File: src/hw/rtl/ili_pkg.sv
// Shared constants, status and operation codes, and the cell control type for the indexed list.
package ili_pkg;

    localparam int CAPACITY = 64;
    localparam int DATA_W   = 32;
    localparam int OP_W     = 3;
    localparam int POS_W    = 7;
    localparam int COUNT_W  = 7;
    localparam int STAT_W   = 2;
    localparam int LEN_W    = $clog2(CAPACITY + 1);
    localparam int CMP_W    = (LEN_W > POS_W) ? LEN_W : POS_W;
    localparam int GRP      = 8;
    localparam int NGRP     = (CAPACITY + GRP - 1) / GRP;

    localparam logic [OP_W-1:0] OP_READ     = 3'd0;
    localparam logic [OP_W-1:0] OP_INS_HEAD = 3'd1;
    localparam logic [OP_W-1:0] OP_INS_TAIL = 3'd2;
    localparam logic [OP_W-1:0] OP_INS_POS  = 3'd3;
    localparam logic [OP_W-1:0] OP_DELETE   = 3'd4;

    localparam logic [STAT_W-1:0] ST_DONE   = 2'd0;
    localparam logic [STAT_W-1:0] ST_BADPOS = 2'd1;
    localparam logic [STAT_W-1:0] ST_FULL   = 2'd2;

    localparam logic [CMP_W-1:0] CAP_CMP = CMP_W'(CAPACITY);

    typedef struct packed {
        logic              up;     // insert: open a slot at position at
        logic              down;   // delete: close the slot at position at
        logic [CMP_W-1:0]  at;     // target position, also the read position
        logic [DATA_W-1:0] value;  // value written by an insert
    } t_cell_ctl;

endpackage

File: src/hw/rtl/ili_cell.sv
// One storage cell of the list: holds one entry and trades it with its neighbors.
module ili_cell (
    input  logic                       i_clk,
    input  ili_pkg::t_cell_ctl         i_ctl,
    input  logic [ili_pkg::CMP_W-1:0]  i_index,
    input  logic [ili_pkg::DATA_W-1:0] i_left,
    input  logic [ili_pkg::DATA_W-1:0] i_right,
    output logic [ili_pkg::DATA_W-1:0] o_value,
    output logic [ili_pkg::DATA_W-1:0] o_read
);
    import ili_pkg::*;

    logic [DATA_W-1:0] r_val;

    // An insert moves every entry at or above the target up by one; a delete
    // pulls every entry at or above the target down from its upper neighbor.
    always_ff @(posedge i_clk) begin
        if (i_ctl.up) begin
            if (i_index > i_ctl.at) begin
                r_val <= i_left;
            end else if (i_index == i_ctl.at) begin
                r_val <= i_ctl.value;
            end
        end else if (i_ctl.down && (i_index >= i_ctl.at)) begin
            r_val <= i_right;
        end
    end

    assign o_value = r_val;
    assign o_read  = (i_index == i_ctl.at) ? r_val : '0;

endmodule

File: config.mk
export PLATFORM = sky130hd
export DESIGN_NAME = ili_cell
export DESIGN_NICKNAME = d
export VERILOG_FILES = /design/src/hw/rtl/ili_pkg.sv /design/src/hw/rtl/ili_cell.sv
export SDC_FILE = /design/constraint.sdc
export NUM_CORES = 1
export LEC_CHECK = 0
export BUFFER_PORTS_ARGS = -buffer_cell sky130_fd_sc_hd__buf_2
export CAP_MARGIN = 10
export CORE_MARGIN = 5
export CORE_UTILIZATION = 39
export CTS_BUF_LIST = sky130_fd_sc_hd__clkbuf_8
export CTS_CLUSTER_SIZE = 10
export DETAILED_ROUTE_END_ITERATION = 16
export GPL_TIMING_DRIVEN = 0
export PLACE_DENSITY = 0.89
export SYNTH_ARGS = -nofsm -noshare
export SYNTH_HDL_FRONTEND = slang
export SYNTH_SLANG_ARGS = --single-unit
File: constraint.sdc
create_clock -name i_clk -period 3.15 [get_ports i_clk]
set_input_delay 0.315 -clock i_clk [delete_from_list [all_inputs] [get_ports i_clk]]
set_output_delay 0.315 -clock i_clk [all_outputs]
set_load 0.005 [all_outputs]
==> results_dict.tcl <==
set metrics [dict create \
    htree_levels 2 \
    pre_cts_slack_ns 0.524 \
    ys_types 24 \
    num_antenna_cells 0 \
    cpPeakStageDelay_ns 0.54 \
    largest_reg_flops 32 \
    clk_path_buf_depth 2 \
    pwr-share-clk 0.277 \
    rsz0062_at_grt "no" \
    max_slew_margin 0.600 \
    swShare 0.296 \
    die_h_um 92.2 \
    rows 30 \
    antenna_found_initial 0 \
    finalHoldViolations 0 \
    ys_ff_latch 32 \
    end_kind "register" \
    routed_wl_um 10100 \
    area_delta_synth_final_pct 42.6 \
    status "finished, final reports clean" \
    clock_tree.root_cell "clkbuf_8" \
    cts.clk_slew.worst_paths_ns 0.07 \
    layout_setup_ws_ns 0.837 \
    num-fill-cells 615 \
    cts_buffers 5 \
    grt_pass1_vias 3179 \
    cts_setup_buffers 0 \
    core_sq_um 6680 \
    drc_errors 0 \
    p_sw_uw 407 \
    cp.required_ns 3.14 \
    yosysSeqAreaShare 0.365 \
    synth_fp_nets 415 \
    pwr-share-comb 0.297 \
    setup_viol 0 \
    avgRoutedWirePerCell_um 18.0 \
    num_vias 3336 \
    path_depth 9 \
    crit_family "buffers and inverters" \
    startpoint_type "input pin" \
    ir_drop_mv 0.147 \
    ctsHoldBuffers 0 \
    crit_path_top_delay_cell "a21oi_4" \
    fin_crit_sh 0.734 \
    fin_util 0.562 \
    viasPerCell 5.97 \
    ant_nets 0 \
    min_path_type "input pin to register" \
    slew_viol_final 0 \
    synth_area_sq_um 2630 \
    drv_cap 0 \
    hold_path_depth 3 \
    portBuffers 175 \
    cts_tree "built" \
    grt_pass1_wl_um 15700 \
    dp_hpwl_um 7780 \
    cts_resized 0 \
    drive_above_1_share 0.426 \
    ios 177 \
    yosysWarnings 0 \
    cts_sinks 32 \
    grt.total_usage 0.230 \
    grt_max_degree 19 \
    cp_max_fo 18 \
    leakagePower_uw 0.00184 \
    fp.dieW_um 92.2 \
    place_congestion 0.832 \
    internal_power_uw 969 \
    p_seq_frac 0.426 \
    die_area_sq_um 8490 \
    fin_crit_ns 2.31 \
    syn_area_per_cell_sq_um 8.92 \
    first_pass_iters 7 \
    worst_pin_slew_ns 0.599 \
    netlist_instances 295 \
    crit_chain "buf_2 -> inv_1 -> ha_1 -> and4_1 -> buf_6 -> clkbuf_1 -> o31ai_1 -> a21oi_4 -> buf_16" \
    grt_overflow 0 \
    start_util 0.394 \
    num-nets-final 598 \
    crit_arrival_ns 2.31 \
    dr.first_iter.drc_count 210 \
    critPathKind "input pin to register" \
    crit_buf_inv 5 \
    fmax_mhz 432 \
    powerDensity_nw_per_um2 367 \
]
[final timing paths]
kind	end	startpoint	slack, ns
setup / recovery	o_value[18]	i_ctl[38]	0.84
hold / removal	o_value[11]	i_ctl[11]	0.37
[power by group through the flow]
stage | combinational, uW | clock (uW) | sequential, uW
6_report | 408 | 381 | 587
5_1_grt | 451 | 404 | 595
4_1_cts | 406 | 387 | 588
3_5_place_dp | 405 | 0 | 597
3_3_place_gp | 380 | 0 | 594
2_1_floorplan | 180 | 0 | 601
[metal layers]
layer,up-vias,share of wire,global-route usage
met2,191,0.51,0.397
met4,0,0.017,0.0681
met5,-,0,0
met3,20,0.072,0.0312
li1,1553,-,-
met1,1572,0.40,0.298
[cells in the mapped netlist (all sizes together)]
library cell  count  share of area
a21o              1         0.0029
buf              23          0.057
nand4            32          0.076
a21oi             3         0.0057
a31oi            32          0.076
o21a              2         0.0057
and3             33          0.078
nor2              1         0.0014
ha                7          0.033
inv               7          0.010
nand3            32          0.061
clkbuf           18          0.026
and4              1         0.0033
o31ai             1         0.0029
o21ai             2         0.0038
edfxtp           32           0.37
o2111ai          32           0.11
nor2b            32          0.076
nand2             2         0.0029
and2              1         0.0033
and3b             1         0.0033
[layout by cell type (no fill, tap or decap)]
cell / n
clkbuf_8: 5
buf_16: 1
and2_4: 1
buf_2: 187
nand4_1: 32
o21a_1: 2
clkinv_1: 2
a21oi_1: 2
o31ai_1: 1
bufinv_16: 1
inv_1: 7
a21oi_4: 1
ha_1: 7
o2111ai_1: 32
a31oi_1: 32
buf_4: 3
edfxtp_1: 32
nand3_1: 32
a21o_1: 1
buf_6: 5
and4_1: 1
and3b_1: 1
o21ai_1: 2
buf_1: 3
nor2b_1: 32
nand2_1: 2
nor2_1: 1
clkbuf_1: 18
and3_1: 33
[per-stage QoR]
stage	setup TNS, ns	cells	hold WS [ns]	power [uW]	area, sq um
after floorplan	0	295	0.545	781	2640
final	0	559	0.372	1380	3750
after global placement	-2.71	550	0.648	974	3610
after CTS	0	559	0.357	1380	3750
after global routing	0	559	0.379	1450	3750
after detailed placement	0	551	0.656	1000	3650
[area by class of cell]
cell class / instances / area [sq um] / share of cell area
well taps: 80 / 100 / 0.0267
plain buffers: 41 / 218 / 0.0580
clock buffers: 5 / 68.8 / 0.0183
inverters: 7 / 26.3 / 0.00700
clock inverters: 3 / 37.5 / 0.0100
flip-flops and latches: 32 / 961 / 0.256
repair buffers: 176 / 903 / 0.241
multi-input cells: 215 / 1440 / 0.383
[kinds of logic after synthesis]
| logic type | after synthesis | share of synthesized area |
|---|---|---|
| AND/OR/NAND/NOR | 135 | 0.306 |
| AO/OA/AOI/OAI | 73 | 0.203 |
| buffers and inverters | 48 | 0.0927 |
| flip-flops | 32 | 0.365 |
| adder cells (fa/ha/maj) | 7 | 0.0333 |
No activity file was read; power rests on OpenSTA's default activity.
